===== src/rtl/text_cell_markup_writer_assert.svh =====
// Assertion macros for the text cell writer.
// Included by the top level; the assertions use the caller's i_clk and i_rst_n.
`ifndef TEXT_CELL_MARKUP_WRITER_ASSERT_SVH
`define TEXT_CELL_MARKUP_WRITER_ASSERT_SVH
`ifndef SYNTH
`define TCMW_ASSERT(lbl, prop, msg) \
    lbl: assert property (@(posedge i_clk) disable iff (!i_rst_n) prop) else $error(msg);
`define TCMW_NEVER(lbl, cond, msg) \
    lbl: assert property (@(posedge i_clk) disable iff (!i_rst_n) !(cond)) else $error(msg);
`else
`define TCMW_ASSERT(lbl, prop, msg)
`define TCMW_NEVER(lbl, cond, msg)
`endif
`endif


===== src/rtl/tcmw_pkg.sv =====
// Shared types and constants for the text cell writer.
// No dependencies; the RTL files refer to it by scoped names, the testbench imports it.
`default_nettype none
package tcmw_pkg;

    // Number of cells in the display buffer.
    localparam int CELLS = 160;

    // Width of row * columns + column before truncation.
    localparam int IDX_W = 17;

    // APB address width: five 32-bit registers.
    localparam int ADDR_W = 5;

    localparam logic [7:0] CH_NUL = 8'h00;
    localparam logic [7:0] CH_LF  = 8'h0A;
    localparam logic [7:0] CH_CR  = 8'h0D;
    localparam logic [7:0] CH_LBR = 8'h5B;
    localparam logic [7:0] CH_RBR = 8'h5D;

    localparam logic [7:0] COLUMNS_RST = 8'd16;
    localparam logic [7:0] ROWS_RST    = 8'd10;

    typedef enum logic [2:0] {
        REG_COLUMNS    = 3'd0,
        REG_ROWS       = 3'd1,
        REG_NORMAL_FG  = 3'd2,
        REG_SPECIAL_FG = 3'd3,
        REG_NORMAL_BG  = 3'd4
    } t_reg_idx;

    typedef struct packed {
        logic [7:0]  columns;
        logic [7:0]  rows;
        logic [15:0] normal_fg;
        logic [15:0] special_fg;
        logic [15:0] normal_bg;
    } t_cfg;

    typedef struct packed {
        logic [7:0] ch;
        logic       first;
        logic       append_line;
        logic [7:0] start_col;
        logic [7:0] start_row;
    } t_item;

    typedef struct packed {
        logic        write_en;
        logic [7:0]  cell_index;
        logic [7:0]  cell_char;
        logic [15:0] cell_fg;
        logic [15:0] cell_bg;
        logic        string_done;
    } t_result;

endpackage
`default_nettype wire


===== src/rtl/tcmw_cfg_regs.sv =====
// APB register file for the text cell writer: grid size and colours.
// Depends on tcmw_pkg.
`default_nettype none
module tcmw_cfg_regs (
    input  wire logic                        i_clk,
    input  wire logic                        i_rst_n,
    input  wire logic                        psel,
    input  wire logic                        penable,
    input  wire logic                        pwrite,
    input  wire logic [tcmw_pkg::ADDR_W-1:0] paddr,
    input  wire logic [31:0]                 pwdata,
    output logic      [31:0]                 prdata,
    output logic                             pready,
    output tcmw_pkg::t_cfg                   o_cfg
);

    tcmw_pkg::t_cfg   r_cfg;
    tcmw_pkg::t_reg_idx reg_sel;
    logic             wr_en;

    assign pready  = 1'b1;
    assign reg_sel = tcmw_pkg::t_reg_idx'(paddr[tcmw_pkg::ADDR_W-1:2]);
    assign wr_en   = psel && penable && pwrite;

    always_ff @(posedge i_clk) begin
        if (!i_rst_n) begin
            r_cfg.columns    <= tcmw_pkg::COLUMNS_RST;
            r_cfg.rows       <= tcmw_pkg::ROWS_RST;
            r_cfg.normal_fg  <= 16'd0;
            r_cfg.special_fg <= 16'd0;
            r_cfg.normal_bg  <= 16'd0;
        end else if (wr_en) begin
            unique case (reg_sel)
                tcmw_pkg::REG_COLUMNS:    r_cfg.columns    <= pwdata[7:0];
                tcmw_pkg::REG_ROWS:       r_cfg.rows       <= pwdata[7:0];
                tcmw_pkg::REG_NORMAL_FG:  r_cfg.normal_fg  <= pwdata[15:0];
                tcmw_pkg::REG_SPECIAL_FG: r_cfg.special_fg <= pwdata[15:0];
                tcmw_pkg::REG_NORMAL_BG:  r_cfg.normal_bg  <= pwdata[15:0];
                default: ;
            endcase
        end
    end

    always_comb begin
        unique case (reg_sel)
            tcmw_pkg::REG_COLUMNS:    prdata = {24'd0, r_cfg.columns};
            tcmw_pkg::REG_ROWS:       prdata = {24'd0, r_cfg.rows};
            tcmw_pkg::REG_NORMAL_FG:  prdata = {16'd0, r_cfg.normal_fg};
            tcmw_pkg::REG_SPECIAL_FG: prdata = {16'd0, r_cfg.special_fg};
            tcmw_pkg::REG_NORMAL_BG:  prdata = {16'd0, r_cfg.normal_bg};
            default:                  prdata = 32'd0;
        endcase
    end

    assign o_cfg = r_cfg;

endmodule
`default_nettype wire


===== src/rtl/tcmw_in_stage.sv =====
// Input register of the text cell writer: holds one character word.
// Depends on tcmw_pkg.
`default_nettype none
module tcmw_in_stage (
    input  wire logic            i_clk,
    input  wire logic            i_rst_n,
    input  wire logic            i_valid,
    input  wire tcmw_pkg::t_item i_item,
    output logic                 o_stall,
    input  wire logic            i_take,
    output logic                 o_valid,
    output tcmw_pkg::t_item      o_item
);

    logic            r_valid;
    tcmw_pkg::t_item r_item;
    logic            accept;

    // The register frees up in the same cycle its word moves on.
    assign o_stall = r_valid && !i_take;
    assign accept  = i_valid && !o_stall;

    always_ff @(posedge i_clk) begin
        if (!i_rst_n) begin
            r_valid <= 1'b0;
        end else begin
            r_valid <= accept || (r_valid && !i_take);
        end
    end

    always_ff @(posedge i_clk) begin
        if (accept) begin
            r_item <= i_item;
        end
    end

    assign o_valid = r_valid;
    assign o_item  = r_item;

endmodule
`default_nettype wire


===== src/rtl/tcmw_cursor.sv =====
// Cursor state and per-character decision of the text cell writer.
// Depends on tcmw_pkg; the state advances only when i_fire is high.
`default_nettype none
module tcmw_cursor (
    input  wire logic            i_clk,
    input  wire logic            i_rst_n,
    input  wire logic            i_fire,
    input  wire tcmw_pkg::t_item i_item,
    input  wire tcmw_pkg::t_cfg  i_cfg,
    output tcmw_pkg::t_result    o_res
);

    logic [7:0] r_cur_row, n_cur_row;
    logic [7:0] r_cur_col, n_cur_col;
    logic [7:0] r_home_col, n_home_col;
    logic [7:0] r_line_counter, n_line_counter;
    logic       r_special_on, n_special_on;
    logic       r_accepting, n_accepting;
    logic       r_append_active, n_append_active;

    logic [7:0]                 row_a;
    logic [7:0]                 col_a;
    logic [7:0]                 lc_inc;
    logic [15:0]                row_base;
    logic [tcmw_pkg::IDX_W-1:0] idx;
    tcmw_pkg::t_result          res;

    always_comb begin
        n_cur_row       = r_cur_row;
        n_cur_col       = r_cur_col;
        n_home_col      = r_home_col;
        n_line_counter  = r_line_counter;
        n_special_on    = r_special_on;
        n_accepting     = r_accepting;
        n_append_active = r_append_active;
        res             = '0;
        row_a           = 8'd0;
        col_a           = 8'd0;
        row_base        = 16'd0;
        idx             = '0;
        lc_inc          = r_line_counter + 8'd1;

        // A new string drops whatever string was active before it.
        if (i_item.first) begin
            n_special_on = 1'b0;
            if (i_item.append_line) begin
                n_accepting     = 1'b1;
                n_append_active = 1'b1;
                n_cur_row       = r_line_counter;
                n_cur_col       = 8'd0;
                n_home_col      = 8'd0;
            end else if (i_item.start_col < i_cfg.columns &&
                         i_item.start_row < i_cfg.rows) begin
                n_accepting     = 1'b1;
                n_append_active = 1'b0;
                n_cur_row       = i_item.start_row;
                n_cur_col       = i_item.start_col;
                n_home_col      = i_item.start_col;
            end else begin
                n_accepting     = 1'b0;
                n_append_active = 1'b0;
            end
        end

        if (n_accepting) begin
            if (i_item.ch == tcmw_pkg::CH_NUL) begin
                res.string_done = 1'b1;
                if (n_append_active) begin
                    n_line_counter = (lc_inc >= i_cfg.rows) ? 8'd0 : lc_inc;
                end
                n_accepting     = 1'b0;
                n_append_active = 1'b0;
            end else begin
                row_a = n_cur_row;
                col_a = n_cur_col;
                // A column left past the row end wraps before the write.
                if (col_a >= i_cfg.columns) begin
                    col_a = 8'd0;
                    if (row_a < i_cfg.rows) begin
                        row_a = row_a + 8'd1;
                    end
                end
                n_cur_row = row_a;
                n_cur_col = col_a;
                row_base  = 16'(row_a) * 16'(i_cfg.columns);
                idx       = {1'b0, row_base} + tcmw_pkg::IDX_W'(col_a);
                if (row_a < i_cfg.rows && idx < tcmw_pkg::IDX_W'(tcmw_pkg::CELLS)) begin
                    priority if (i_item.ch == tcmw_pkg::CH_CR ||
                                 i_item.ch == tcmw_pkg::CH_LF) begin
                        if (row_a < i_cfg.rows) begin
                            n_cur_row = row_a + 8'd1;
                        end
                        n_cur_col = n_home_col;
                    end else if (i_item.ch == tcmw_pkg::CH_LBR) begin
                        n_special_on = 1'b1;
                    end else if (i_item.ch == tcmw_pkg::CH_RBR) begin
                        n_special_on = 1'b0;
                    end else begin
                        res.write_en   = 1'b1;
                        res.cell_index = idx[7:0];
                        res.cell_char  = i_item.ch;
                        res.cell_fg    = n_special_on ? i_cfg.special_fg : i_cfg.normal_fg;
                        res.cell_bg    = i_cfg.normal_bg;
                        if (col_a + 8'd1 >= i_cfg.columns) begin
                            n_cur_col = 8'd0;
                            n_cur_row = row_a + 8'd1;
                        end else begin
                            n_cur_col = col_a + 8'd1;
                        end
                    end
                end
            end
        end
    end

    always_ff @(posedge i_clk) begin
        if (!i_rst_n) begin
            r_cur_row       <= 8'd0;
            r_cur_col       <= 8'd0;
            r_home_col      <= 8'd0;
            r_line_counter  <= 8'd0;
            r_special_on    <= 1'b0;
            r_accepting     <= 1'b0;
            r_append_active <= 1'b0;
        end else if (i_fire) begin
            r_cur_row       <= n_cur_row;
            r_cur_col       <= n_cur_col;
            r_home_col      <= n_home_col;
            r_line_counter  <= n_line_counter;
            r_special_on    <= n_special_on;
            r_accepting     <= n_accepting;
            r_append_active <= n_append_active;
        end
    end

    assign o_res = res;

endmodule
`default_nettype wire


===== src/rtl/tcmw_out_stage.sv =====
// Result register of the text cell writer with its valid/stall handshake.
// Depends on tcmw_pkg.
`default_nettype none
module tcmw_out_stage (
    input  wire logic              i_clk,
    input  wire logic              i_rst_n,
    input  wire logic              i_valid,
    input  wire tcmw_pkg::t_result i_res,
    output logic                   o_take,
    input  wire logic              i_stall,
    output logic                   o_valid,
    output tcmw_pkg::t_result      o_res
);

    logic              r_valid;
    tcmw_pkg::t_result r_res;

    // A new word loads when the register is empty or its word leaves now.
    assign o_take = i_valid && (!r_valid || !i_stall);

    always_ff @(posedge i_clk) begin
        if (!i_rst_n) begin
            r_valid <= 1'b0;
        end else begin
            r_valid <= o_take || (r_valid && i_stall);
        end
    end

    always_ff @(posedge i_clk) begin
        if (o_take) begin
            r_res <= i_res;
        end
    end

    assign o_valid = r_valid;
    assign o_res   = r_res;

endmodule
`default_nettype wire


===== src/rtl/text_cell_markup_writer.sv =====
// Top level of the text cell writer: register file, input register, cursor, result register.
// Depends on tcmw_pkg, tcmw_cfg_regs, tcmw_in_stage, tcmw_cursor, tcmw_out_stage.
`default_nettype none
`include "text_cell_markup_writer_assert.svh"
// Takes one string character word per cycle while the input is not stalled
// and returns one result word per character. The character sits in an input
// register, the cursor logic decides the cell write, and the result is
// loaded into an output register when that register is empty or its word
// leaves. The input register frees up in the same cycle its word moves to
// the output, so back-to-back characters run at one per cycle while the
// output is not stalled. The cell index is row times columns plus column,
// formed by one 8 by 8 multiplier in the cursor logic. Write the registers
// only while no character is in flight.
module text_cell_markup_writer (
    input  wire logic                        i_clk,
    input  wire logic                        i_rst_n,
    input  wire logic                        psel,
    input  wire logic                        penable,
    input  wire logic                        pwrite,
    input  wire logic [tcmw_pkg::ADDR_W-1:0] paddr,
    input  wire logic [31:0]                 pwdata,
    output logic      [31:0]                 prdata,
    output logic                             pready,
    input  wire logic                        i_in_valid,
    output logic                             o_in_stall,
    input  wire logic [7:0]                  i_ch,
    input  wire logic                        i_first,
    input  wire logic                        i_append_line,
    input  wire logic [7:0]                  i_start_col,
    input  wire logic [7:0]                  i_start_row,
    output logic                             o_out_valid,
    input  wire logic                        i_out_stall,
    output logic                             o_write_en,
    output logic      [7:0]                  o_cell_index,
    output logic      [7:0]                  o_cell_char,
    output logic      [15:0]                 o_cell_fg,
    output logic      [15:0]                 o_cell_bg,
    output logic                             o_string_done
);

    tcmw_pkg::t_cfg    cfg;
    tcmw_pkg::t_item   in_item;
    tcmw_pkg::t_item   held_item;
    tcmw_pkg::t_result cur_res;
    tcmw_pkg::t_result out_res;
    logic              held_valid;
    logic              take;

    assign in_item.ch          = i_ch;
    assign in_item.first       = i_first;
    assign in_item.append_line = i_append_line;
    assign in_item.start_col   = i_start_col;
    assign in_item.start_row   = i_start_row;

    tcmw_cfg_regs u_cfg (
        .i_clk   (i_clk),
        .i_rst_n (i_rst_n),
        .psel    (psel),
        .penable (penable),
        .pwrite  (pwrite),
        .paddr   (paddr),
        .pwdata  (pwdata),
        .prdata  (prdata),
        .pready  (pready),
        .o_cfg   (cfg)
    );

    tcmw_in_stage u_in (
        .i_clk   (i_clk),
        .i_rst_n (i_rst_n),
        .i_valid (i_in_valid),
        .i_item  (in_item),
        .o_stall (o_in_stall),
        .i_take  (take),
        .o_valid (held_valid),
        .o_item  (held_item)
    );

    tcmw_cursor u_cursor (
        .i_clk   (i_clk),
        .i_rst_n (i_rst_n),
        .i_fire  (take),
        .i_item  (held_item),
        .i_cfg   (cfg),
        .o_res   (cur_res)
    );

    tcmw_out_stage u_out (
        .i_clk   (i_clk),
        .i_rst_n (i_rst_n),
        .i_valid (held_valid),
        .i_res   (cur_res),
        .o_take  (take),
        .i_stall (i_out_stall),
        .o_valid (o_out_valid),
        .o_res   (out_res)
    );

    assign o_write_en    = out_res.write_en;
    assign o_cell_index  = out_res.cell_index;
    assign o_cell_char   = out_res.cell_char;
    assign o_cell_fg     = out_res.cell_fg;
    assign o_cell_bg     = out_res.cell_bg;
    assign o_string_done = out_res.string_done;

    `TCMW_ASSERT(a_index_in_grid, o_out_valid && o_write_en |-> 32'(o_cell_index) < tcmw_pkg::CELLS, "cell index beyond the buffer")
    `TCMW_NEVER(a_write_and_done, o_out_valid && o_write_en && o_string_done, "write and string end in one word")
    `TCMW_ASSERT(a_write_char, o_out_valid && o_write_en |-> o_cell_char != tcmw_pkg::CH_NUL && o_cell_char != tcmw_pkg::CH_LBR && o_cell_char != tcmw_pkg::CH_RBR, "control character written to a cell")
    `TCMW_ASSERT(a_stall_full, o_in_stall |-> held_valid && !take, "input stalled while its register can move")

endmodule
`default_nettype wire


===== config.mk =====
export PLATFORM = sky130hd
export DESIGN_NAME = text_cell_markup_writer
export DESIGN_NICKNAME = d
export VERILOG_FILES = /design/src/rtl/tcmw_pkg.sv /design/src/rtl/tcmw_cfg_regs.sv /design/src/rtl/tcmw_in_stage.sv /design/src/rtl/tcmw_cursor.sv /design/src/rtl/tcmw_out_stage.sv /design/src/rtl/text_cell_markup_writer.sv
export VERILOG_INCLUDE_DIRS = /design/src /design/src/rtl
export SDC_FILE = /design/constraint.sdc
export NUM_CORES = 1
export LEC_CHECK = 0
export BUFFER_PORTS_ARGS = -buffer_cell sky130_fd_sc_hd__buf_4
export CAP_MARGIN = 20
export CORE_ASPECT_RATIO = 1.5
export CORE_MARGIN = 10
export CORE_UTILIZATION = 61
export DETAILED_ROUTE_END_ITERATION = 10
export PLACE_DENSITY_LB_ADDON = 0.3
export SYNTH_ARGS = -nofsm -noshare
export SYNTH_HDL_FRONTEND = slang
export SYNTH_SLANG_ARGS = --single-unit

===== constraint.sdc =====
create_clock -name i_clk -period 17.5 [get_ports i_clk]
set_input_delay 3.5 -clock i_clk [delete_from_list [all_inputs] [get_ports i_clk]]
set_output_delay 3.5 -clock i_clk [all_outputs]
set_load 0.02 [all_outputs]

==> run_results.csv <==
group,metric,value,unit
place,gp_congestion,0.958,
drt,finalWirelength,33500,um
min_path,worst_hold_startpoint,"u_cursor.r_home_col[4]",
run_status,outcome,"completed",
critical_path,path_max_fanout,28,
drt,routedWlPerCell,19.5,um
logic_synthesis,synth_cell_type_count,85,
global_routing,grt-ovfl-total,0,
critical_path,slowest_delay,0.81,ns
drt,via_per_inst,6.20,
drt,firstDrtPassIters,6,
logic_synthesis,synthesis.area,12100,um^2
final_layout,multiInputGateArea,7110,um^2
final_layout,drive_gt1_frac,0.143,
timing,report.final.hold_viol_count,0,
logic_synthesis,synth_edf_count,76,
final_layout,final_cell_mix,"212 x nand2_1, 131 x buf_4, 122 x a21oi_1",
global_routing,track_usage,0.252,
clock_network,clock_path_buffers,2,
floorplan,dieWidth,135,um
critical_path,slowest_stage,"a32oi_1",
critical_path,criticalPathCategory,"reg2reg",
min_path,hold_class,"reg2reg",
timing,grt_setup_unrepaired,"false",
clock_network,clkSlewWorstSetupHoldPaths,0.07,ns
floorplan,dieArea,26000,um^2
floorplan,fp.dieH,192,um
logic_synthesis,syn_avg_cell_area,8.92,um^2
logic_synthesis,ys.flop_type,"dfxtp_1",
timing,fmax,0.0832,GHz
final_layout,post-route-util,0.700,
clock_network,clk_latency,0.44,ns
final_layout,mostFrequentLayoutCell,"nand2_1",
critical_path,cp-startpoint,"u_cfg.o_cfg[63]",
final_layout,antenna_cells,0,
global_routing,grt_pass1_wl,52000,um
logic_synthesis,ys_seq_area_frac,0.356,
clock_network,root_buffer,"clkbuf_16",
timing,setup_viol,0,
timing,post-route-period-util,0.687,
timing,finalClockSkew,0.0107,ns
logic_synthesis,synthArstFlopShare,0,
job,maxCapViolations,0,
final_layout,register_area,4300,um^2
floorplan,core,19600,um^2
drt,vias,10700,
critical_path,start_kind,"flop",
timing,fin_crit,12.02,ns
timing,finalMaxSlewViolations,0,
logic_synthesis,syn_inst,1357,
floorplan,start_util,0.616,
global_routing,grt_max_degree,85,
clock_network,cts_hold_buf,0,
final_layout,fill_cells,1504,
drt,drtIter0Drc,1210,
final_layout,nNetsFinal,1656,
clock_network,cts_num_sinks,177,
place,portBuffers,119,
clock_network,htree_levels,4,
drt,ant_nets,0,
critical_path,required,17.80,ns
floorplan,ios,155,
clock_network,cts_setup_buffers,0,
power,peakVddDrop,0.0773,mV
clock_network,cts_tree,"done",
clock_network,cts_buffers,17,
logic_synthesis,yosys_warnings,0,
timing,fin_setup_tns,0,ns
critical_path,cp-end-kind,"flop",
timing,max_slew_margin,0.289,
global_routing,grt_pass1_vias,10400,
critical_path,cpMostUsedCell,"inv_1",
final_layout,area_delta_synth_final,13.6,%
power,total_leakage_power,5.71,nW
global_routing,antenna_found_initial,0,
clock_network,cts_resized,0,
timing,tightest_slew,1.07,ns
drt,drc,0,
place,dp.final_hpwl,24800,um
critical_path,crit_family,"compound AO/OA/AOI/OAI gates",
critical_path,cp.arrival,12.33,ns
power,p_per_area,74.1,nW/um^2
floorplan,rows,63,
logic_synthesis,synth-seq-cells,177,
critical_path,path_buf_inv,9,
critical_path,r2r_start,"u_cfg.o_cfg[63]",
## layer usage
| metal | global-route usage | vias to the layer above | wire, um |
|---|---|---|---|
| met4 | 0.145 | 0 | 1850 |
| met3 | 0.0537 | 134 | 2700 |
| met5 | 0 | - | 0 |
| met1 | 0.265 | 5063 | 11800 |
| li1 | - | 4902 | - |
| met2 | 0.452 | 557 | 17100 |
## cell families (layout without fill, tap and decap cells)
| group | count (synthesis) | count (layout) | share of synthesized area |
|---|---|---|---|
| XOR/XNOR | 26 | 26 | 0.0207 |
| buffers and inverters | 181 | 268 | 0.0631 |
| AND/OR/NAND/NOR | 473 | 473 | 0.184 |
| other | 2 | 17 | 0.000621 |
| flip-flops | 177 | 177 | 0.356 |
| adder cells (fa/ha/maj) | 140 | 140 | 0.172 |
| AO/OA/AOI/OAI | 325 | 325 | 0.176 |
| multiplexers | 33 | 33 | 0.0284 |
## per-stage QoR
step / power, W / std cells / hold WS, ns / setup slack [ns] / cell area [um^2]
2_1_floorplan: 0.000567 / 1372 / 0.436 / 7.91 / 12200
3_3_place_gp: 0.000614 / 1684 / 0.444 / 5.98 / 13100
3_5_place_dp: 0.000618 / 1684 / 0.450 / 5.77 / 13100
4_1_cts: 0.00102 / 1716 / 0.463 / 5.69 / 13700
5_1_grt: 0.00106 / 1719 / 0.498 / 4.79 / 13700
6_report: 0.00102 / 1719 / 0.466 / 5.48 / 13700
## synth_stat cells, types with 4 or more instances
| master | instances | share of area |
|---|---|---|
| edfxtp_1 | 76 | 0.19 |
| mux2_2 | 11 | 0.010 |
| o21a_1 | 6 | 0.0037 |
| nor2b_1 | 14 | 0.0072 |
| o21ai_1 | 8 | 0.0033 |
| nand4_1 | 8 | 0.0041 |
| inv_2 | 5 | 0.0016 |
| xnor2_1 | 14 | 0.010 |
| a21boi_0 | 6 | 0.0037 |
| xor2_1 | 9 | 0.0065 |
| buf_2 | 4 | 0.0017 |
| o21ai_0 | 49 | 0.020 |
| a21o_1 | 15 | 0.0093 |
| nand2b_1 | 11 | 0.0057 |
| a22oi_1 | 23 | 0.014 |
| fa_1 | 44 | 0.073 |
| o211ai_1 | 8 | 0.0050 |
| nand3_1 | 20 | 0.0083 |
| mux2i_1 | 22 | 0.018 |
| nand3b_1 | 9 | 0.0056 |
| nor3_1 | 18 | 0.0074 |
| a21oi_1 | 122 | 0.050 |
| and3_1 | 7 | 0.0036 |
| a31oi_1 | 11 | 0.0057 |
| o22ai_1 | 11 | 0.0057 |
| nor4_1 | 5 | 0.0026 |
| or3_1 | 4 | 0.0021 |
| nor3b_1 | 5 | 0.0031 |
| ha_1 | 96 | 0.099 |
| a32oi_1 | 11 | 0.0080 |
| nand2_1 | 212 | 0.066 |
| inv_1 | 99 | 0.031 |
| a221oi_1 | 5 | 0.0036 |
| and2_1 | 51 | 0.026 |
| nor2_1 | 90 | 0.028 |
| buf_4 | 17 | 0.011 |
| dfxtp_1 | 101 | 0.17 |
| clkbuf_1 | 50 | 0.016 |
| a22o_1 | 5 | 0.0036 |
## worst min-delay path: cells and delay by family (launching register included)
kind | cells | cell delay (ns)
AOI/OAI and AO/OA | 1 | 0.05
DFF | 1 | 0.31
and+or+nand+nor | 1 | 0.05
## state kept, by name, summed over array words and instances (netlist names)
name,cells
u_out.o_res,50
u_cursor.r_special_on,1
u_cursor.r_cur_col,8
u_cursor.r_accepting,1
u_in.o_item,26
u_out.o_valid,1
u_cursor.r_cur_row,8
u_cursor.r_append_active,1
u_cursor.r_home_col,8
u_cfg.o_cfg,64
u_cursor.r_line_counter,8
u_in.o_valid,1
## final timing paths
kind,to,slack (ns),depth (start not counted)
worst max register to register,u_out.o_res[6],5.48,39
worst min register to register,u_cursor.r_home_col[4],0.47,2
worst max-delay path,u_out.o_res[6],5.48,39
worst min-delay path,u_cursor.r_home_col[4],0.47,2
## final cells by class
type,count,share of cell area
clock buffers,18,0.0312
flip-flops and latches,177,0.313
inverters,105,0.0287
multi-input cells,1014,0.517
well taps,260,0.0237
repair buffers,131,0.0715
clock inverters,14,0.0145
## power by group
group          leakage, nW  switching, W  internal [W]  total (W)
clock                0.300      0.000176      0.000231   0.000406
sequential            1.54    0.00000930      0.000444   0.000453
combinational         3.88      0.000105     0.0000552   0.000160
total                 5.71      0.000290      0.000729    0.00102
Note: power is estimated with default switching activity, not from simulation.
